`src/rtl/bgu_pkg.sv`:
```
`default_nettype none
// ----------------------------------------------------------------------------
// bgu_pkg
// Shared types and constants of the bilinear grid upsampler.
// ----------------------------------------------------------------------------
package bgu_pkg;

  localparam int SAMPLE_W  = 24;
  localparam int DIM_REG_W = 7;
  localparam int IDX_W     = 6;
  localparam int CH_W      = 3;
  localparam int FRAC_W    = 16;
  localparam int CFG_IDX_W = 2;
  localparam int STEP_W    = 3;

  localparam logic MODE_LOAD    = 1'b0;
  localparam logic MODE_COMPUTE = 1'b1;

  localparam logic [CFG_IDX_W-1:0] CFG_SOURCE_HEIGHT = 2'd0;
  localparam logic [CFG_IDX_W-1:0] CFG_SOURCE_WIDTH  = 2'd1;

  localparam logic [DIM_REG_W-1:0] DIM_RESET = 7'd20;

  localparam logic [STEP_W-1:0] MAP_LAST_STEP   = 3'd5;
  localparam logic [STEP_W-1:0] BLEND_LAST_STEP = 3'd5;

  typedef enum logic [1:0] {
    ST_IDLE,
    ST_MAP,
    ST_BLEND,
    ST_DONE
  } state_t;

  typedef enum logic [1:0] {
    MOP_HOLD,
    MOP_PROD,
    MOP_QUOT,
    MOP_FIN
  } map_op_t;

  typedef struct packed {
    map_op_t op;
    logic    col;
  } map_ctl_t;

  typedef struct packed {
    logic mul_en;
    logic mul_hi;
    logic acc_en;
    logic acc_hi;
    logic acc_first;
  } blend_ctl_t;

endpackage
`default_nettype wire

```
`src/rtl/bgu_blend.sv`:
```
`default_nettype none
// ----------------------------------------------------------------------------
// bgu_blend
// Shared two-step multiply-accumulate that blends the four corner samples.
// ----------------------------------------------------------------------------
module bgu_blend (
  input  wire logic                               clk,
  input  wire bgu_pkg::blend_ctl_t                ctl,
  input  wire logic signed [bgu_pkg::SAMPLE_W-1:0] rd_data,
  input  wire logic        [bgu_pkg::FRAC_W-1:0]   fh,
  input  wire logic        [bgu_pkg::FRAC_W-1:0]   fw,
  output logic signed      [bgu_pkg::SAMPLE_W-1:0] pixel
);
  import bgu_pkg::*;

  localparam int WGT_W = FRAC_W + 2;
  localparam int T_W   = SAMPLE_W + FRAC_W + 1;
  localparam int ACC_W = SAMPLE_W + 2 * FRAC_W + 1;
  localparam logic [WGT_W-1:0] ONE = WGT_W'(65536);

  logic signed [T_W-1:0]       t_r, t_nxt;
  logic signed [ACC_W-1:0]     acc_r, acc_nxt;
  logic signed [WGT_W-1:0]     wgt_row;
  logic signed [WGT_W-1:0]     wgt_col;
  logic signed [T_W+WGT_W-1:0] term;

  always_comb begin
    wgt_row = ctl.mul_hi ? signed'(WGT_W'(fh)) : signed'(ONE - WGT_W'(fh));
    wgt_col = ctl.acc_hi ? signed'(WGT_W'(fw)) : signed'(ONE - WGT_W'(fw));
    t_nxt   = T_W'(rd_data * wgt_row);
    term    = t_r * wgt_col;
    acc_nxt = (ctl.acc_first ? ACC_W'(0) : acc_r) + ACC_W'(term);
  end

  always_ff @(posedge clk) begin
    if (ctl.mul_en) begin
      t_r <= t_nxt;
    end
    if (ctl.acc_en) begin
      acc_r <= acc_nxt;
    end
  end

  assign pixel = acc_r[2*FRAC_W +: SAMPLE_W];

endmodule
`default_nettype wire

```
`config.mk`:
```
export PLATFORM = sky130hd
export DESIGN_NAME = bgu_blend
export DESIGN_NICKNAME = d
export VERILOG_FILES = /design/src/rtl/bgu_pkg.sv /design/src/rtl/bgu_blend.sv
export SDC_FILE = /design/constraint.sdc
export NUM_CORES = 2
export LEC_CHECK = 0
export BUFFER_PORTS_ARGS = -buffer_cell sky130_fd_sc_hd__buf_4
export CAP_MARGIN = 20
export CORE_MARGIN = 8
export CORE_UTILIZATION = 35
export CTS_BUF_LIST = sky130_fd_sc_hd__clkbuf_16
export CTS_CLUSTER_SIZE = 28
export DETAILED_ROUTE_END_ITERATION = 10
export SLEW_MARGIN = 20
export SYNTH_ARGS = -nofsm -noshare
export SYNTH_HDL_FRONTEND = slang
export SYNTH_SLANG_ARGS = --single-unit
```
`constraint.sdc`:
```
create_clock -name clk -period 10.1 [get_ports clk]
set_clock_uncertainty 0.1 [all_clocks]
set_input_delay 1.515 -clock clk [delete_from_list [all_inputs] [get_ports clk]]
set_output_delay 1.515 -clock clk [all_outputs]
set_load 0.1 [all_outputs]
```
Yosys cells after proc, flatten, opt, wreduce, memory -nomap -nowiden
Index checks and enable logic that the tools add are counted.
- output and inout bits: 24
- bits in registers: 98
- memory bits (read-only): 0
- input port bits: 62
- bits in latches: 0
- memory bits (writable): 0
- logic and storage cells: 10
- memories kept: 0
- add/subtract/negate cells: 3
- reduce and logical (&&, ||, !) cells: 0
- divide/modulo/power cells: 0
- equal/unequal tests: 0
- bitwise operators: 0
- multiplexer cells: 3
- multipliers: 2
- $lt $le $gt $ge: 0
- shift-type cells: 0
- operator list (operator ; number):
    adder 57 bit ; 1
    multiplier 41 x 18 -> 57 bit ; 1
    2-to-1 mux 57 bit ; 1
    multiplier 24 x 18 -> 41 bit ; 1
    2-to-1 mux 18 bit ; 2
    subtractor 17 x 16 -> 18 bit (first input constant) ; 2

Longest topological paths before layout
- word-level depth: 4
- mapped depth: 33
- gate-level depth less buffers: 30

Worst setup path before layout
Ideal clock, no wire load.
- path kind: input-to-reg
- start point: input fw[0] (netlist name)
- end point: register acc_r[55] (data pin)
- arrival: 8.543 ns
- setup slack: 1.199 ns
- stages: 29
- path buffers: 4
- setup time: 0.258 ns
- required time: 9.742 ns
- cell sequence: clkbuf_1 clkbuf_1 inv_1 ha_1 nand4b_1 nor3_1 nor2_1 xor2_1 clkbuf_1 nand2_1 fa_1 inv_1 fa_1 fa_1 fa_1 fa_1 inv_1 fa_1 inv_1 ha_1 clkbuf_1 nand4_1 or3_1 o41ai_1 o21a_1 o21ai_0 a31oi_1 o32a_1 nand2_1
- cells in the longest elaborated chain, start to end: 4
- RTL lines (element ; RTL line ; RTL):
    start, declared ; bgu_blend.sv:11 ; input wire logic [bgu_pkg::FRAC_W-1:0] fw,
    subtractor 17 x 16 -> 18 bit ; bgu_blend.sv:29 ; wgt_col = ctl.acc_hi ? signed'(WGT_W'(fw)) : signed'(ONE - WGT_W'(fw));
    2-to-1 mux 18 bit (*) ; bgu_blend.sv:29 ;
    multiplier 41 x 18 -> 57 bit (*) ; bgu_blend.sv:31 ; term = t_r * wgt_col;
    adder 57 bit (*) ; bgu_blend.sv:32 ; acc_nxt = (ctl.acc_first ? ACC_W'(0) : acc_r) + ACC_W'(term);
    net acc_nxt[55] ; bgu_blend.sv:22 ; logic signed [ACC_W-1:0] acc_r, acc_nxt;
    end signal, assigned ; bgu_blend.sv:40 ; acc_r <= acc_nxt;
    end, declared ; bgu_blend.sv:22 ;
Mark *: on every way through the listed nets, which the timed path passes. The rest lies on a longest branch.
A chain may end at the register's enable or synchronous reset.

Worst setup path after layout
- start point: input fw[0] (netlist name)
- end point: register acc_r[54] (data pin)
The elaborated chain is that of the path after synthesis.

==> impl_metrics.tcl <==
set metrics [dict create \
    outcome "finished clean" \
    rr_startpoint "t_r[9]$_DFFE_PP_" \
    max_slew_margin_pct 25.6 \
    cp_common_cell "fa_1" \
    dp_cells 6395 \
    stdcell_count 6413 \
    worst_skew_pair.late_latency_ns 0.41 \
    overflow 0 \
    syn_avg_cell_area_um2 8.97 \
    die_h_um 367 \
    clock-sinks 97 \
    cts_buffers 9 \
    fin_ws_ns 0.500 \
    ys_async_sr_fraction_pct 0 \
    slowest_delay_ns 0.98 \
    yosys_warnings 0 \
    drive_above_1_share_pct 4.71 \
    min_to "acc_r[0]$_DFFE_PP_" \
    final_cell_area_mm2 0.0463 \
    drt_iter0_drc 1630 \
    synth_seq_area_share_pct 6.74 \
    timing.final.crit_share_pct 95.1 \
    setup_viol 0 \
    hp-start "acc_r[0]$_DFFE_PP_" \
    r2r-end "acc_r[54]$_DFFE_PP_" \
    io_pins 86 \
    grt_first_pass_wirelength_um 186000 \
    r2r_cells 22 \
    critPathKind "input pin to flip-flop" \
    synth-edff-count 97 \
    grt_max_degree 57 \
    cpMaxStageDelayCell "a2111oi_2" \
    clkTransAtPathRegs_ns 0.09 \
    dieArea_mm2 0.135 \
    hold_violations 0 \
    htree_levels 3 \
    maxCapViolCount 0 \
    register_area_mm2 0.00291 \
    synth_top_flop_cell "edfxtp_1" \
    grt_usage_pct 17.4 \
    synth_cells 4815 \
    min_period_ns 9.60 \
    worstMarginPinSlew_ns 1.11 \
    cts_buffer_depth 2 \
    drc_errors 0 \
    num_rows 129 \
    ant_nets 0 \
    grt_antenna_before_repair 4 \
    wirelength_um 114000 \
    multi_input_area_mm2 0.0345 \
    grt_pass1_vias 33700 \
    fill_cells 12400 \
    final_cell_mix "inv_1, fa_1, nand2_1, and2_1, ha_1" \
    end_kind "flip-flop" \
    layout_commonest_cell "inv_1" \
    cts_setup_buffers 0 \
    clock.fmax_mhz 104 \
    synthesis.area_mm2 0.0432 \
    place_ws_ns 0.174 \
    critPathArrivalTime_ns 9.65 \
    routedWlPerCell_um 17.7 \
    nets 6155 \
    cts-root-buf "clkbuf_16" \
    reg2reg_slack_ns 2.15 \
    crit_buf_inv 9 \
    via_per_inst 4.77 \
    ys_types 66 \
    num_vias 30600 \
    cts_tree "done" \
    hold_path_depth 2 \
    place.gp.congestion 0.920 \
    ys_seq_elements 97 \
    dr.pass1.iters 5 \
    cts_resized 0 \
    critPathTopFamily "adder cells" \
    syn_nets 6201 \
    critPathLaunchType "input pin" \
    dpl_cell_area_mm2 0.0460 \
    io_buffers 85 \
    fin_setup_tns_ns 0 \
    syn2layout_area_growth_pct 7.07 \
    die_w_um 367 \
    final_max_slew_viol_count 0 \
    start_util_pct 35.1 \
    required_ns 10.15 \
    hold_buffers 0 \
    rsz0062_at_grt "false" \
    hold_class "flip-flop to flip-flop" \
    hpwl_um 90900 \
    crit_fanout 13 \
    core_mm2 0.123 \
]
==> sequential cells by signal (all words and copies together), names as in the netlist <==
name / flops
t_r: 41
acc_r: 56
==> logic make-up after synthesis <==
family	count (synthesis)	synth area share [%]
buffers and inverters	1600	14.1
muxes	3	0.0753
adders and majority gates	1324	57.2
xor gates and xnor gates	130	2.68
and+or+nand+nor	1394	15.2
DFF	97	6.74
AOI/OAI and AO/OA	267	3.98
==> synth_stat cells, types with 12 or more instances <==
| library cell | instances | area (µm²) |
|---|---|---|
| clkbuf_1 | 186 | 698 |
| nor2_1 | 73 | 274 |
| nor3_1 | 26 | 130 |
| o21ai_0 | 49 | 245 |
| inv_1 | 1378 | 5170 |
| edfxtp_1 | 97 | 2910 |
| buf_1 | 12 | 45.0 |
| nand2b_1 | 49 | 307 |
| ha_1 | 240 | 3000 |
| a21oi_1 | 82 | 410 |
| buf_4 | 24 | 180 |
| o21bai_1 | 12 | 90.1 |
| nand2_1 | 776 | 2910 |
| a31oi_1 | 14 | 87.6 |
| xnor2_1 | 87 | 762 |
| fa_1 | 1084 | 21700 |
| nor2b_1 | 52 | 325 |
| o21a_1 | 13 | 97.6 |
| and2_1 | 352 | 2200 |
| nand3_1 | 18 | 90.1 |
| xor2_1 | 41 | 359 |
| a21o_1 | 37 | 278 |
==> worst reg2reg max path: cells and delay by family (launching register included) <==
family / cells / cell delay (ns)
adder cells (fa/ha/maj): 7 / 3.40
AO/OA/AOI/OAI: 7 / 2.48
flip-flops: 1 / 0.98
buffers and inverters: 6 / 0.47
AND/OR/NAND/NOR: 1 / 0.17
XOR/XNOR: 1 / 0.11
==> layout make-up <==
| type | instances | share of cell area [%] |
|---|---|---|
| Sequential cell | 97 | 6.30 |
| Antenna cell | 2 | 0.0108 |
| Inverter | 1378 | 11.2 |
| Tap cell | 1637 | 4.43 |
| Clock inverter | 7 | 0.154 |
| Timing Repair Buffer | 165 | 2.81 |
| Multi-Input combinational cell | 3118 | 74.6 |
| Clock buffer | 9 | 0.487 |
==> worst max path at each step <==
stage	startpoint	end	depth (start not counted)
6_report	fw[0]	acc_r[54]$_DFFE_PP_	31
5_1_grt	fw[0]	acc_r[54]$_DFFE_PP_	31
4_1_cts	fw[0]	acc_r[54]$_DFFE_PP_	31
3_5_place_dp	fw[0]	acc_r[54]$_DFFE_PP_	31
3_3_place_gp	fw[0]	acc_r[52]$_DFFE_PP_	30
2_1_floorplan	fw[0]	acc_r[55]$_DFFE_PP_	29
==> layer usage <==
layer	up-vias	share of wire [%]	track usage, %
li1	13600	-	-
met1	15900	43	23.1
met2	943	48	29.9
met3	172	5.9	1.97
met4	0	3.0	5.15
met5	-	0	0
==> per-stage QoR <==
stage / hold slack [ns] / utilization, %
after global routing: 0.639 / 37.6
after CTS: 0.593 / 37.6
after floorplan: 0.528 / -
after global placement: 0.546 / 37.3
final: 0.588 / 37.6
after detailed placement: 0.562 / 37.3
Power is left out: the tool's default activity adds up to more than one toggle a clock period on the data nets, which glitch-free logic cannot reach.
