**src/rtl/bgu_pkg.sv**
```systemverilog
`default_nettype none
// ----------------------------------------------------------------------------
// bgu_pkg
// Shared types and constants of the bilinear grid upsampler.
// ----------------------------------------------------------------------------
package bgu_pkg;

  localparam int SAMPLE_W  = 24;
  localparam int DIM_REG_W = 7;
  localparam int IDX_W     = 6;
  localparam int CH_W      = 3;
  localparam int FRAC_W    = 16;
  localparam int CFG_IDX_W = 2;
  localparam int STEP_W    = 3;

  localparam logic MODE_LOAD    = 1'b0;
  localparam logic MODE_COMPUTE = 1'b1;

  localparam logic [CFG_IDX_W-1:0] CFG_SOURCE_HEIGHT = 2'd0;
  localparam logic [CFG_IDX_W-1:0] CFG_SOURCE_WIDTH  = 2'd1;

  localparam logic [DIM_REG_W-1:0] DIM_RESET = 7'd20;

  localparam logic [STEP_W-1:0] MAP_LAST_STEP   = 3'd5;
  localparam logic [STEP_W-1:0] BLEND_LAST_STEP = 3'd5;

  typedef enum logic [1:0] {
    ST_IDLE,
    ST_MAP,
    ST_BLEND,
    ST_DONE
  } state_t;

  typedef enum logic [1:0] {
    MOP_HOLD,
    MOP_PROD,
    MOP_QUOT,
    MOP_FIN
  } map_op_t;

  typedef struct packed {
    map_op_t op;
    logic    col;
  } map_ctl_t;

  typedef struct packed {
    logic mul_en;
    logic mul_hi;
    logic acc_en;
    logic acc_hi;
    logic acc_first;
  } blend_ctl_t;

endpackage
`default_nettype wire

```
**src/rtl/bgu_axis_map.sv**
```systemverilog
`default_nettype none
// ----------------------------------------------------------------------------
// bgu_axis_map
// Shared corner-aligned coordinate mapper, used once per axis.
// ----------------------------------------------------------------------------
module bgu_axis_map #(
  parameter int OUT_HEIGHT = 40,
  parameter int OUT_WIDTH  = 40
) (
  input  wire logic                           clk,
  input  wire bgu_pkg::map_ctl_t              ctl,
  input  wire logic [bgu_pkg::IDX_W-1:0]      row_idx,
  input  wire logic [bgu_pkg::IDX_W-1:0]      col_idx,
  input  wire logic [bgu_pkg::DIM_REG_W-1:0]  h_size,
  input  wire logic [bgu_pkg::DIM_REG_W-1:0]  w_size,
  output logic      [bgu_pkg::IDX_W-1:0]      h0,
  output logic      [bgu_pkg::IDX_W-1:0]      h1,
  output logic      [bgu_pkg::IDX_W-1:0]      w0,
  output logic      [bgu_pkg::IDX_W-1:0]      w1,
  output logic      [bgu_pkg::FRAC_W-1:0]     fh,
  output logic      [bgu_pkg::FRAC_W-1:0]     fw
);
  import bgu_pkg::*;

  localparam int PROD_W = 2 * IDX_W;
  localparam int RECIP_SHIFT = 20;
  localparam int RECIP_W = RECIP_SHIFT + 1;
  localparam int LUT_N = 2 ** IDX_W;
  localparam logic [IDX_W-1:0] DIV_H = IDX_W'(OUT_HEIGHT - 1);
  localparam logic [IDX_W-1:0] DIV_W = IDX_W'(OUT_WIDTH - 1);
  localparam logic [RECIP_W-1:0] RECIP_H = RECIP_W'((2 ** RECIP_SHIFT) / (OUT_HEIGHT - 1));
  localparam logic [RECIP_W-1:0] RECIP_W_AX = RECIP_W'((2 ** RECIP_SHIFT) / (OUT_WIDTH - 1));

  logic [FRAC_W-1:0] lut_h [LUT_N];
  logic [FRAC_W-1:0] lut_w [LUT_N];

  for (genvar g = 0; g < LUT_N; g++) begin : g_lut
    localparam logic [FRAC_W-1:0] FH = FRAC_W'((g * 65536) / (OUT_HEIGHT - 1));
    localparam logic [FRAC_W-1:0] FW = FRAC_W'((g * 65536) / (OUT_WIDTH - 1));
    assign lut_h[g] = FH;
    assign lut_w[g] = FW;
  end

  logic [PROD_W-1:0]          prod_r, prod_nxt;
  logic [PROD_W-1:0]          quot_r, quot_nxt;
  logic [IDX_W-1:0]           h0_r, h1_r, w0_r, w1_r;
  logic [FRAC_W-1:0]          fh_r, fw_r;

  logic [IDX_W-1:0]           div_sel;
  logic [RECIP_W-1:0]         recip_sel;
  logic [IDX_W-1:0]           idx_sel;
  logic [IDX_W-1:0]           idx_clamp;
  logic [DIM_REG_W-1:0]       size_sel;
  logic [IDX_W-1:0]           size_m1;
  logic [PROD_W+RECIP_W-1:0]  quot_full;
  logic [PROD_W+IDX_W-1:0]    back_full;
  logic [PROD_W-1:0]          rem;
  logic                       fix;
  logic [PROD_W-1:0]          q_fin;
  logic [PROD_W-1:0]          b_fin;
  logic [IDX_W-1:0]           i0;
  logic [IDX_W-1:0]           i1;
  logic [FRAC_W-1:0]          frac;

  always_comb begin
    div_sel   = ctl.col ? DIV_W : DIV_H;
    recip_sel = ctl.col ? RECIP_W_AX : RECIP_H;
    idx_sel   = ctl.col ? col_idx : row_idx;
    size_sel  = ctl.col ? w_size : h_size;
    idx_clamp = (idx_sel > div_sel) ? div_sel : idx_sel;
    size_m1   = IDX_W'(size_sel - DIM_REG_W'(1));

    prod_nxt  = PROD_W'(idx_clamp) * PROD_W'(size_m1);
    quot_full = (PROD_W+RECIP_W)'(prod_r) * (PROD_W+RECIP_W)'(recip_sel);
    quot_nxt  = PROD_W'(quot_full >> RECIP_SHIFT);

    back_full = (PROD_W+IDX_W)'(quot_r) * (PROD_W+IDX_W)'(div_sel);
    rem       = prod_r - back_full[PROD_W-1:0];
    fix       = (rem >= PROD_W'(div_sel));
    q_fin     = fix ? quot_r + PROD_W'(1) : quot_r;
    b_fin     = fix ? rem - PROD_W'(div_sel) : rem;
    i0        = q_fin[IDX_W-1:0];
    frac      = ctl.col ? lut_w[b_fin[IDX_W-1:0]] : lut_h[b_fin[IDX_W-1:0]];
    i1        = ((DIM_REG_W'(i0) + DIM_REG_W'(1)) < size_sel) ? i0 + IDX_W'(1) : size_m1;
  end

  always_ff @(posedge clk) begin
    case (ctl.op)
      MOP_PROD: begin
        prod_r <= prod_nxt;
      end
      MOP_QUOT: begin
        quot_r <= quot_nxt;
      end
      MOP_FIN: begin
        if (ctl.col) begin
          w0_r <= i0;
          w1_r <= i1;
          fw_r <= frac;
        end else begin
          h0_r <= i0;
          h1_r <= i1;
          fh_r <= frac;
        end
      end
      default: begin
      end
    endcase
  end

  assign h0 = h0_r;
  assign h1 = h1_r;
  assign w0 = w0_r;
  assign w1 = w1_r;
  assign fh = fh_r;
  assign fw = fw_r;

endmodule
`default_nettype wire

```
**config.mk**
```make
export PLATFORM = sky130hd
export DESIGN_NAME = bgu_axis_map
export DESIGN_NICKNAME = d
export VERILOG_FILES = /design/src/rtl/bgu_pkg.sv /design/src/rtl/bgu_axis_map.sv
export SDC_FILE = /design/constraint.sdc
export NUM_CORES = 1
export LEC_CHECK = 0
export BUFFER_PORTS_ARGS = -buffer_cell sky130_fd_sc_hd__buf_4
export CAP_MARGIN = 20
export CORE_ASPECT_RATIO = 0.9
export CORE_UTILIZATION = 63
export CTS_BUF_LIST = sky130_fd_sc_hd__clkbuf_4
export DETAILED_ROUTE_END_ITERATION = 6
export HOLD_SLACK_MARGIN = 0.02
export PLACE_DENSITY = 0.85
export SYNTH_ARGS = -nofsm -noshare
export SYNTH_HDL_FRONTEND = slang
export SYNTH_SLANG_ARGS = --single-unit
```
**constraint.sdc**
```tcl
create_clock -name clk -period 8.3 [get_ports clk]
set_input_delay 0.83 -clock clk [delete_from_list [all_inputs] [get_ports clk]]
set_output_delay 0.83 -clock clk [all_outputs]
set_load 0.02 [all_outputs]
```
# [Yosys cells after proc, flatten, opt, wreduce, memory -nomap -nowiden]
# Memory sizes are Yosys's and may differ from the RTL's.
# Cells that the tools add are included.
[classes] add_sub_neg=6 multipliers=3 div=0 n_lt_le_gt_ge=4 eq_ne=3 n_shift=0 n_mux=8 n_bitwise=2 n_reduce_logical=2
[op_table] op="$mux 16" n=2
[op_table] op="$mux 6" n=5
[op_table] op="$mul 12x14->26 const B" n=1
[op_table] op="$add 6x1->6 const B" n=2
[op_table] op="$ge 12x6->1 const B" n=1
[op_table] op="$mul 6x6->12" n=1
[op_table] op="$mul 7x6->12 const B" n=1
[op_table] op="$sub 12x12->12" n=1
[op_table] op="$add 6x1->7 const B" n=1
[op_table] op="$ge 7x7->1 const B" n=1
[op_table] op="$lt 7x7->1" n=1
[op_table] op="$mux 7" n=1
[op_table] op="$not 6->7" n=1
[op_table] op="$gt 6x6->1 const B" n=1
[op_table] op="$sub 6x1->6 const B" n=1
[op_table] op="$sub 6x6->6 const B" n=1
[op_table] op="$eq 2x2->1 const B" n=2
[op_table] op="$reduce_and 2->1" n=2
[op_table] op="$eq 2x1->1 const B" n=1
[op_table] op="$not 1->1" n=1
[word_totals] register_bits=75 latchBits=0 mem_bits_rw=0 mem_bits_ro=1024 inputBits=30 out_inout_bits=56 word_cells=37 n_memories=1
[mem_list] name="(name not given)" words=64 word_bits=16 rd=1 rd_clocked_by_memory_dff=0 write_ports=0 line="bgu_axis_map.sv:83" source="frac = ctl.col ? lut_w[b_fin[IDX_W-1:0]] : lut_h[b_fin[IDX_W-1:0]];"

# [Logic depth before layout (Yosys ltp)]
# Gate-level depths: netlist of the first run.
[logic_depth] word_depth=8 ltp_mapped=29 mapped_depth_nobuf=26

# [Least setup slack after synthesis of the first run]
# OpenSTA, ideal clock, no wires.
[synth_timing] path_type="reg2reg" startpoint="register quot_r[4]" endpoint="register fh_r[9], in the netlist fh[9], data pin" setup_ns=0.261 arrival_time_ns=5.892 required_ns=8.039 path_slack_ns=2.147 stages_incl_launch_ff=26 n_path_buf=2 period_less_slack_ns=6.153 path_cell_list="edfxtp_1 > fa_1 > ha_1 > inv_1 > fa_1 > inv_1 > fa_1 > inv_1 > ha_1 > o21a_1 > o21ai_0 > a22o_1 > xor2_2 > o21a_1 > buf_2 > o21ai_0 > and2_1 > clkbuf_1 > ha_1 > xnor2_1 > nand2_1 > a21oi_1 > or4_1 > a31oi_1 > o221ai_1 > o22a_1"
[synth_between] elab_chain_len=8 word_cells_on_any_way=9 cone_classes="add/sub (2); mul (1); order compare (1); mux (3); bitwise (1); memory (1)"
[synth_lines] element="start, declared" line="bgu_axis_map.sv:45" source="logic [PROD_W-1:0] quot_r, quot_nxt;"
[synth_lines] element="start signal, assigned" line="bgu_axis_map.sv:93" source="quot_r <= quot_nxt;"
[synth_lines] element="$mul 7x6->12 (*)" line="bgu_axis_map.sv:77" source="back_full = (PROD_W+IDX_W)'(quot_r) * (PROD_W+IDX_W)'(div_sel);"
[synth_lines] element="$sub 12x12->12 (*)" line="bgu_axis_map.sv:78" source="rem = prod_r - back_full[PROD_W-1:0];"
[synth_lines] element="$ge 12x6->1 or $sub 6x6->6 (tied branches)" line="bgu_axis_map.sv:79, bgu_axis_map.sv:81"
[synth_lines] element="$mux 6 (*)" line="bgu_axis_map.sv:81" source="b_fin = fix ? rem - PROD_W'(div_sel) : rem;"
[synth_lines] element="$not 6->7 (implied by the code) (*)" line="bgu_axis_map.sv:83"
[synth_lines] element="$mem_v2 64x16 (*)"
[synth_lines] element="$mux 16 (implied by the code) (*) (2 in a row)" line="bgu_axis_map.sv:83"
[synth_lines] element="net frac[9]" line="bgu_axis_map.sv:63" source="logic [FRAC_W-1:0] frac;"
[synth_lines] element="end signal, assigned" line="bgu_axis_map.sv:103" source="fh_r <= frac;"
[synth_lines] element="end, declared" line="bgu_axis_map.sv:47" source="logic [FRAC_W-1:0] fh_r, fw_r;"
# The timed path passes the listed nets; every way through them passes the cells marked *. The select of a mux whose other input is x is not followed.
# A chain may end at the register's enable or synchronous reset.

# [Worst setup path in the final report of the first run]
[layout_timing] startpoint="register quot_r[4]" endpoint="register w1_r[3], in the netlist w1[3], data pin"
[layout_between] elab_chain_len=7 word_cells_on_any_way=9 cone_classes="add/sub (4); mul (1); order compare (2); mux (2)"
[layout_lines] element="$mul 7x6->12 (*)" line="bgu_axis_map.sv:77"
[layout_lines] element="$sub 12x12->12 (*)" line="bgu_axis_map.sv:78"
[layout_lines] element="$ge 12x6->1 (*)" line="bgu_axis_map.sv:79" source="fix = (rem >= PROD_W'(div_sel));"
[layout_lines] element="$mux 6 (*)" line="bgu_axis_map.sv:80" source="q_fin = fix ? quot_r + PROD_W'(1) : quot_r;"
[layout_lines] element="net q_fin[1]" line="bgu_axis_map.sv:59" source="logic [PROD_W-1:0] q_fin;"
[layout_lines] element="$add 6x1->7" line="bgu_axis_map.sv:84" source="i1 = ((DIM_REG_W'(i0) + DIM_REG_W'(1)) < size_sel) ? i0 + IDX_W'(1) : size_m1;"
[layout_lines] element="$lt 7x7->1" line="bgu_axis_map.sv:84"
[layout_lines] element="$mux 6 (*)" line="bgu_axis_map.sv:84"
[layout_lines] element="net i1[3]" line="bgu_axis_map.sv:62" source="logic [IDX_W-1:0] i1;"
[layout_lines] element="end signal, assigned" line="bgu_axis_map.sv:98" source="w1_r <= i1;"
[layout_lines] element="end, declared" line="bgu_axis_map.sv:46" source="logic [IDX_W-1:0] h0_r, h1_r, w0_r, w1_r;"
# The timed path passes the listed nets; every way through them passes the cells marked *.

==> results of run 1 <==
[flip-flops by register name (all words and copies together) (netlist names)]
name / cells
w0: 6
prod_r: 12
quot_r: 7
fh: 12
h0: 6
h1: 6
fw: 12
w1: 6
[synthesized netlist by cell type, drive strengths merged, types with 7 or more instances]
| cell type | n | area share |
|---|---|---|
| nand2b | 9 | 0.0064 |
| inv | 148 | 0.061 |
| nor4 | 10 | 0.0082 |
| a31oi | 15 | 0.014 |
| xor2 | 11 | 0.011 |
| nor2 | 69 | 0.029 |
| mux2 | 8 | 0.0099 |
| o21a | 9 | 0.0074 |
| xnor2 | 40 | 0.040 |
| o211ai | 10 | 0.0082 |
| buf | 22 | 0.016 |
| mux2i | 15 | 0.016 |
| and2 | 11 | 0.0075 |
| a21oi | 47 | 0.026 |
| o221ai | 7 | 0.0074 |
| edfxtp | 67 | 0.22 |
| nand4 | 8 | 0.0071 |
| clkbuf | 16 | 0.0067 |
| nand2 | 65 | 0.027 |
| fa | 57 | 0.13 |
| ha | 143 | 0.20 |
| o21ai | 32 | 0.018 |
| nand3 | 23 | 0.013 |
| nor3 | 24 | 0.015 |
| a21o | 13 | 0.011 |
[metal layers]
layer / vias to the layer above / track usage / wire (um)
met5: - / 0 / 0
met4: 0 / 0.09412 / 684
met3: 76 / 0.05680 / 1970
met2: 428 / 0.5153 / 10480
met1: 3662 / 0.4455 / 9969
li1: 3609 / - / -
[worst max-delay path: stages, from the launching register on]
cell and delay [ps]:
edfxtp_1 570, fa_1 590, ha_1 140, inv_1 50, fa_1 510, inv_1 50
fa_1 490, inv_1 40, ha_1 360, o21a_1 170, o21ai_0 110, o21a_1 140
nor3_2 300, and4_1 660, nand2_1 310, o21ai_0 440, ha_1 260, xor2_1 270
ha_1 310, a21oi_1 200, nand2_1 80, nand2_1 70, a31oi_1 50, o221ai_2 400
mux2_2 400
[cell usage in the layout, fill, tap and decap left out, types with 4 or more instances in the layout]
| master | n |
|---|---|
| a211o_1 | 4 |
| a211oi_1 | 4 |
| a21boi_0 | 4 |
| a21o_1 | 13 |
| a21oi_1 | 46 |
| a31oi_1 | 13 |
| a32oi_1 | 6 |
| and2_1 | 11 |
| and3_1 | 6 |
| buf_4 | 96 |
| clkbuf_4 | 10 |
| edfxtp_1 | 67 |
| fa_1 | 57 |
| ha_1 | 143 |
| inv_1 | 146 |
| mux2_2 | 7 |
| mux2i_1 | 15 |
| nand2_1 | 65 |
| nand2b_1 | 8 |
| nand3_1 | 23 |
| nand4_1 | 7 |
| nor2_1 | 65 |
| nor2_2 | 4 |
| nor2b_1 | 4 |
| nor3_1 | 21 |
| nor4_1 | 8 |
| o211ai_1 | 10 |
| o21a_1 | 9 |
| o21ai_0 | 28 |
| o21bai_1 | 5 |
| o221ai_1 | 6 |
| o22ai_1 | 5 |
| o311ai_0 | 4 |
| o31ai_1 | 4 |
| o32ai_1 | 4 |
| or3_1 | 4 |
| xnor2_1 | 37 |
| xor2_1 | 10 |
[area by class of cell]
cell class	instances	area (sq um)	area share
Multi-Input combinational cell	726	6352	0.6319
Sequential cell	67	2012	0.2001
Timing Repair Buffer	96	720.7	0.07169
Inverter	150	563.0	0.05600
Tap cell	193	241.5	0.02402
Clock inverter	6	88.84	0.008836
Clock buffer	10	75.07	0.007467
[worst paths after layout]
kind                  start        end  slack (ps)  cells after the start
setup / recovery  quot_r[4]      w1[3]        1090                     24
hold / removal       ctl[1]  quot_r[1]         860                      2
setup reg to reg  quot_r[4]      w1[3]        1090                     24
hold reg to reg   quot_r[2]      h0[2]        1060                      1
[cells by family (layout without fill, tap and decap cells)]
| kind of cell | after synthesis | in the layout | synth area share |
|---|---|---|---|
| simple gates | 245 | 245 | 0.1324 |
| compound gates | 206 | 206 | 0.1628 |
| fa+ha+maj | 201 | 201 | 0.3224 |
| buf+inv | 188 | 262 | 0.08396 |
| flops | 67 | 67 | 0.2206 |
| xor+xnor | 51 | 51 | 0.05145 |
| mux | 23 | 23 | 0.02634 |
[stage by stage]
step / util / setup WS [ps] / std cells / instance area [sq um] / hold WS [ps]
global placement: 0.7036 / 1515 / 1232 / 9889 / 951.2
finish: 0.7152 / 1092 / 1248 / 10050 / 856.4
detailed placement: 0.7036 / 1291 / 1232 / 9889 / 1006
floorplan: - / 2147 / 981 / 9120 / 820.6
global route: 0.7152 / 678.0 / 1248 / 10050 / 869.2
CTS: 0.7152 / 1276 / 1248 / 10050 / 855.2
==> flow_summary_export.csv, run 1 <==
group,metric,value,unit
sta,post-route-min-period,7208,ps
min_path,min-delay-path-class,"in -> reg",
routing,num_vias,7775,
synthesis,postSynthAreaPerCell,9.297,sq um
run_status,status,"complete, no violations",
clock_tree,htreeDepth,3,
worst_setup_path,endpoint_kind,"register",
sta,rsz0062_at_grt,"no",
synthesis,syn-num-nets,1211,
placement,post-dp-hpwl,18.22,mm
routing,wl_per_cell,18.51,um
sta,slew_headroom,0.2713,
clock_tree,clkSinkCount,67,
worst_setup_path,worstSetupPathType,"reg -> reg",
floorplanning,die_h,116.1,um
sta,finalCritPeriodShare,0.8685,
worst_setup_path,arrival,7410,ps
clock_tree,clock_latency,440,ps
synthesis,ys.flop_type,"edfxtp_1",
worst_setup_path,crit_path_start_kind,"register",
synthesis,ys_warn_count,0,
grt,antenna_found_initial,0,
floorplanning,design.die.area,14960,sq um
clock_tree,cts_setup_buffers,0,
floorplanning,die_w,128.8,um
synthesis,synth_edf_count,67,
synthesis,syn_inst,981,
synthesis,synth_cell_type_count,88,
routing,drtAntennaViolNets,0,
clock_tree,cts_tree,"done",
worst_setup_path,worstPathRequired,8500,ps
floorplanning,core_area,14060,sq um
grt,grt_use_total,0.3204,
floorplanning,pin_count,86,
sta,setup_tns,0,ps
sta,fmax,0.1387,GHz
sta,clock-skew-final,12.95,ps
finish,final_layout_size_suffix_gt1_frac,0.1393,
synthesis,yosysSeqAreaShare,0.2206,
routing,drt_wl_total,23.10,mm
clock_tree,cts_buffer_depth,2,
finish,diodes,0,
grt,grt_overflow,0,
routing,drtIter0Drc,907,
clock_tree,root_buffer,"clkbuf_4",
sta,slew_violations,0,
clock_tree,ctsResizeCount,0,
grt,grt_start_max_net_pins,27,
synthesis,async_flop_share,0,
clock_tree,hold_buffers,0,
grt,grt_pass1_wl,37.40,mm
routing,drc_errors,0,
finish,nets,1280,
floorplanning,row_count,41,
placement,numPortBuffers,85,
sta,setup_viol,0,
finish,area_growth,10.23,%
finish,num-fill-cells,1091,
routing,firstDrtPassIters,7,
clock_tree,cts_inserted_buffers,9,
clock_tree,clkTransAtPathRegs,120,ps
routing,drt-vias-per-instance,6.230,
floorplanning,start_util,0.6488,
run,maxCapViolations,0,
sta,hold_viol,0,
sta,tightestPinTransition,1091,ps
grt,grt_pass1_vias,7500,
synthesis,synth.ff_latch_count,67,
placement,gp_congestion,0.9732,
synthesis,netlist_area,9120,sq um
worst_setup_path,path_max_fanout,15,
Power of run 1 is left out: the tool's default activity adds up to more than one toggle a clock period on the data nets, which glitch-free logic cannot reach.
==> inputs of run 2 (changes only) <==
- CORE_UTILIZATION: 63 -> 25
- PLACE_DENSITY: 0.85 -> 0.41
==> flow_summary_export.csv, run 2 (synthesized netlist as in run 1, its figures left out) <==
group,metric,value,unit
grt,grt_pass1_wl,41.78,mm
sta,slew_headroom,0.4422,
floorplanning,design.die.area,37250,sq um
routing,drtAntennaViolNets,0,
routing,drtIter0Drc,377,
clock_tree,htreeDepth,3,
routing,num_vias,7395,
sta,post-route-min-period,7090,ps
finish,stdcell_count,1531,
floorplanning,row_count,65,
floorplanning,pin_count,86,
clock_tree,cts_buffer_depth,2,
routing,drt_wl_total,26.32,mm
clock_tree,clkTransAtPathRegs,120,ps
sta,hold_viol,0,
sta,setup_viol,0,
worst_setup_path,path_max_fanout,11,
routing,firstDrtPassIters,5,
worst_setup_path,slowest_stage,"edfxtp_1",
sta,finalCritPeriodShare,0.8542,
floorplanning,die_w,203.3,um
worst_setup_path,arrival,7270,ps
placement,gp_congestion,0.8821,
placement,numPortBuffers,85,
worst_setup_path,cpPeakStageDelay,600,ps
routing,drt-vias-per-instance,4.830,
grt,grt_overflow,0,
grt,grt_start_max_net_pins,27,
grt,use_met3,0.01510,
grt,grt.busiest_layer,"met2",
grt,gr-usage-met2,0.2332,
routing,drc_errors,0,
clock_tree,clock_latency,430,ps
worst_setup_path,crit_top_cell,"ha_1",
clock_tree,ctsResizeCount,0,
finish,final_common_cell,"inv_1",
worst_setup_path,worstSetupPathType,"reg -> reg",
sta,setup_tns,0,ps
clock_tree,cts_tree,"done",
grt,grt_pass1_vias,7339,
sta,tightestPinTransition,829.8,ps
routing,wl_per_cell,17.19,um
grt,grt_use_total,0.1429,
worst_setup_path,worstPathRequired,8480,ps
placement,placedCellCount,1513,
floorplanning,start_util,0.2572,
sta,rsz0062_at_grt,"no",
finish,num-fill-cells,3783,
placement,post-dp-hpwl,21.39,mm
finish,final_layout_size_suffix_gt1_frac,0.1451,
sta,clock-skew-final,14.85,ps
worst_setup_path,endpoint_kind,"register",
sta,fmax,0.1410,GHz
clock_tree,cts_inserted_buffers,9,
run,maxCapViolations,0,
grt,use_met1,0.2044,
clock_tree,root_buffer,"clkbuf_4",
min_path,min-delay-path-class,"in -> reg",
finish,final_cell_mix,"inv_1, ha_1, buf_4, edfxtp_1",
clock_tree,clkSinkCount,67,
worst_setup_path,crit_chain,"inv_1 -> fa_1 -> inv_1 -> ha_1 -> fa_1 -> inv_1 -> ha_1 -> a21o_1 -> a21oi_1 -> a21oi_1 -> nor3_2 -> and4_1 -> nand2_1 -> o21ai_0 -> ha_1 -> xor2_1 -> ha_1 -> a21oi_1 -> nand2_1 -> nand2_1 -> a31oi_1 -> o221ai_2 -> mux2_1",
run_status,status,"complete, no violations",
sta,slew_violations,0,
clock_tree,hold_buffers,0,
clock_tree,cts_setup_buffers,0,
finish,area_growth,14.27,%
grt,antenna_found_initial,1,
worst_setup_path,crit_path_start_kind,"register",
floorplanning,die_h,183.2,um
finish,nets,1286,
floorplanning,core_area,35460,sq um
==> run 2: metal layers <==
layer / wire [um] / part of all wire / vias up
li1: - / - / 3616
met1: 13090 / 0.50 / 3578
met2: 12030 / 0.46 / 184
met3: 955 / 0.036 / 17
met4: 237 / 0.0090 / 0
met5: 0 / 0 / -
==> run 2: cell type report <==
type	count	area, sq um	area share
Tap cell	469	586.8	0.05631
Clock buffer	10	75.07	0.007204
Sequential cell	67	2012	0.1931
Clock inverter	6	66.31	0.006363
Multi-Input combinational cell	726	6352	0.6096
Inverter	150	563.0	0.05403
Antenna cell	1	2.502	0.0002401
Timing Repair Buffer	102	763.2	0.07324
==> run 2: metrics by stage <==
step	hold WS [ps]	setup slack, ps	area [sq um]	util
CTS	801.8	1236	10410	0.2936
floorplan	820.6	2147	9120	-
finish	768.3	1210	10420	0.2939
detailed placement	963.0	1254	10270	0.2896
global placement	950.1	1315	10260	0.2895
global route	744.1	714.6	10420	0.2939
==> run 2: worst max-delay path: cells and delay by family, from the launching register on <==
family | cells | cell delay (ps)
xor+xnor | 1 | 310
simple gates | 5 | 1260
buf+inv | 3 | 240
fa+ha+maj | 6 | 2320
mux | 1 | 400
compound gates | 7 | 1730
flops | 1 | 600
==> run 2: worst paths after layout <==
path | start | to | slack [ps] | cells past startpoint
worst min register to register | quot_r[4] | w0[4] | 980 | 2
worst min-delay path | ctl[2] | prod_r[11] | 770 | 2
worst max register to register | quot_r[2] | w1[4] | 1210 | 23
worst max-delay path | quot_r[2] | w1[4] | 1210 | 23
Power of run 2 is left out for the same reason.
==> inputs of run 3 (changes only) <==
- CORE_MARGIN: default -> 2
- REMOVE_ABC_BUFFERS: default -> 1
==> flow_summary_export.csv, run 3 (synthesized netlist as in run 1, its figures left out) <==
group,metric,value,unit
routing,num_vias,7343,
sta,rsz0062_at_grt,"no",
run,maxCapViolations,0,
worst_setup_path,crit_family,"adder cells",
sta,setup_viol,0,
worst_setup_path,cp.depth,22,
placement,placedCellCount,1521,
sta,slew_violations,0,
finish,final_layout_size_suffix_gt1_frac,0.1450,
grt,grt_pass1_wl,41.49,mm
clock_tree,hold_buffers,0,
min_path,min_delay_path_depth,2,
sta,finalCritPeriodShare,0.8671,
clock_tree,clkSinkCount,67,
grt,antenna_found_initial,1,
placement,postPlaceCellArea,10290,sq um
worst_setup_path,worstRegToRegCells,22,
run_status,status,"complete, no violations",
sta,fmax,0.1390,GHz
routing,drt-vias-per-instance,4.771,
sta,tightestPinTransition,917.0,ps
placement,numPortBuffers,85,
routing,wl_per_cell,16.73,um
finish,final_cell_mix,"inv_1, ha_1, buf_4, edfxtp_1",
clock_tree,htreeDepth,3,
grt,grt_pass1_vias,7393,
worst_setup_path,slowest_stage,"and4_1",
clock_tree,clkTransAtPathRegs,140,ps
clock_tree,ctsResizeCount,0,
finish,final_common_cell,"inv_1",
worst_setup_path,worstSetupPathType,"reg -> reg",
worst_setup_path,cp.buffers_inverters,3,
clock_tree,clock_latency,450,ps
sta,clock-skew-final,30.96,ps
floorplanning,design.die.area,38030,sq um
finish,fin_area,10440,sq um
floorplanning,row_count,66,
routing,drtIter0Drc,413,
floorplanning,pin_count,86,
worst_setup_path,endpoint_kind,"register",
floorplanning,die_w,205.3,um
grt,grt_start_max_net_pins,25,
routing,drt_wl_total,25.75,mm
routing,firstDrtPassIters,7,
clock_tree,cts_setup_buffers,0,
clock_tree,cts_inserted_buffers,9,
finish,area_growth,14.49,%
sta,hold_viol,0,
sta,slew_headroom,0.3887,
clock_tree,cts_buffer_depth,2,
finish,nets,1287,
grt,grt_overflow,0,
min_path,min-delay-path-class,"in -> reg",
routing,drtAntennaViolNets,0,
routing,drc_errors,0,
sta,setup_tns,0,ps
sta,setup_slack,1103,ps
floorplanning,core_area,36090,sq um
placement,post-dp-hpwl,20.74,mm
sta,post-route-min-period,7197,ps
worst_setup_path,arrival,7400,ps
finish,stdcell_count,1539,
grt,grt_use_total,0.1404,
clock_tree,root_buffer,"clkbuf_4",
floorplanning,start_util,0.2527,
floorplanning,die_h,185.2,um
worst_setup_path,cpPeakStageDelay,660,ps
worst_setup_path,worstPathRequired,8500,ps
worst_setup_path,path_max_fanout,15,
worst_setup_path,crit_chain,"inv_1 -> fa_1 -> inv_1 -> ha_1 -> fa_1 -> inv_1 -> ha_1 -> a21o_1 -> a21oi_1 -> a21oi_1 -> nor3_2 -> and4_1 -> nand2_1 -> a21o_1 -> ha_1 -> xnor2_1 -> nand2_1 -> a21oi_1 -> or4_1 -> a31oi_1 -> o221ai_1 -> o22a_1",
worst_setup_path,crit_path_start_kind,"register",
placement,place_ws,1231,ps
worst_setup_path,r2r_setup_slack,1100,ps
finish,num-fill-cells,3801,
clock_tree,cts_tree,"done",
placement,gp_congestion,0.8576,
[run 3: cell count changes in the layout (fill, tap and decap cells not counted)]
cell,before,now
buf_4,101,103
clkinv_1,2,3
buf_2,1,0
clkbuf_4,10,9
clkinv_2,1,0
inv_6,0,2
clkinvlp_4,3,2
[run 3: path summary, 6_finish.rpt]
check | start | endpoint
max reg2reg | quot_r[2] | fw[9]
max | quot_r[2] | fw[9]
min reg2reg | quot_r[4] | h0[4]
min | ctl[2] | prod_r[11]
[run 3: per-stage QoR]
stage / utilization / hold WS, ps
floorplan: - / 820.6
global placement: 0.2851 / 947.9
detailed placement: 0.2851 / 945.7
CTS: 0.2891 / 773.4
global route: 0.2893 / 793.8
finish: 0.2893 / 793.6
[run 3: final cells by class]
class / count / area, sq um / share of cell area
Multi-Input combinational cell: 726 / 6352 / 0.6084
Timing Repair Buffer: 103 / 773.2 / 0.07406
Clock buffer: 9 / 67.56 / 0.006471
Tap cell: 476 / 595.6 / 0.05704
Clock inverter: 7 / 75.07 / 0.007190
Antenna cell: 1 / 2.502 / 0.0002397
Inverter: 150 / 563.0 / 0.05392
Sequential cell: 67 / 2012 / 0.1927
[run 3: worst reg2reg max path: stages (launching register included)]
cell and delay [ps]:
edfxtp_1 610, inv_1 170, fa_1 550, inv_1 40, ha_1 300, fa_1 500
inv_1 40, ha_1 360, a21o_1 200, a21oi_1 270, a21oi_1 130, nor3_2 310
and4_1 660, nand2_1 350, a21o_1 390, ha_1 640, xnor2_1 160, nand2_1 90
a21oi_1 50, or4_1 570, a31oi_1 190, o221ai_1 140, o22a_1 240
[run 3: metal layers]
layer,part of all wire,routed length (um),GRT usage
met3,0.034,875,0.01601
met2,0.46,11730,0.2251
met4,0.015,378,0.03367
met1,0.50,12770,0.2009
met5,0,0,0
Power of run 3 is left out for the same reason.
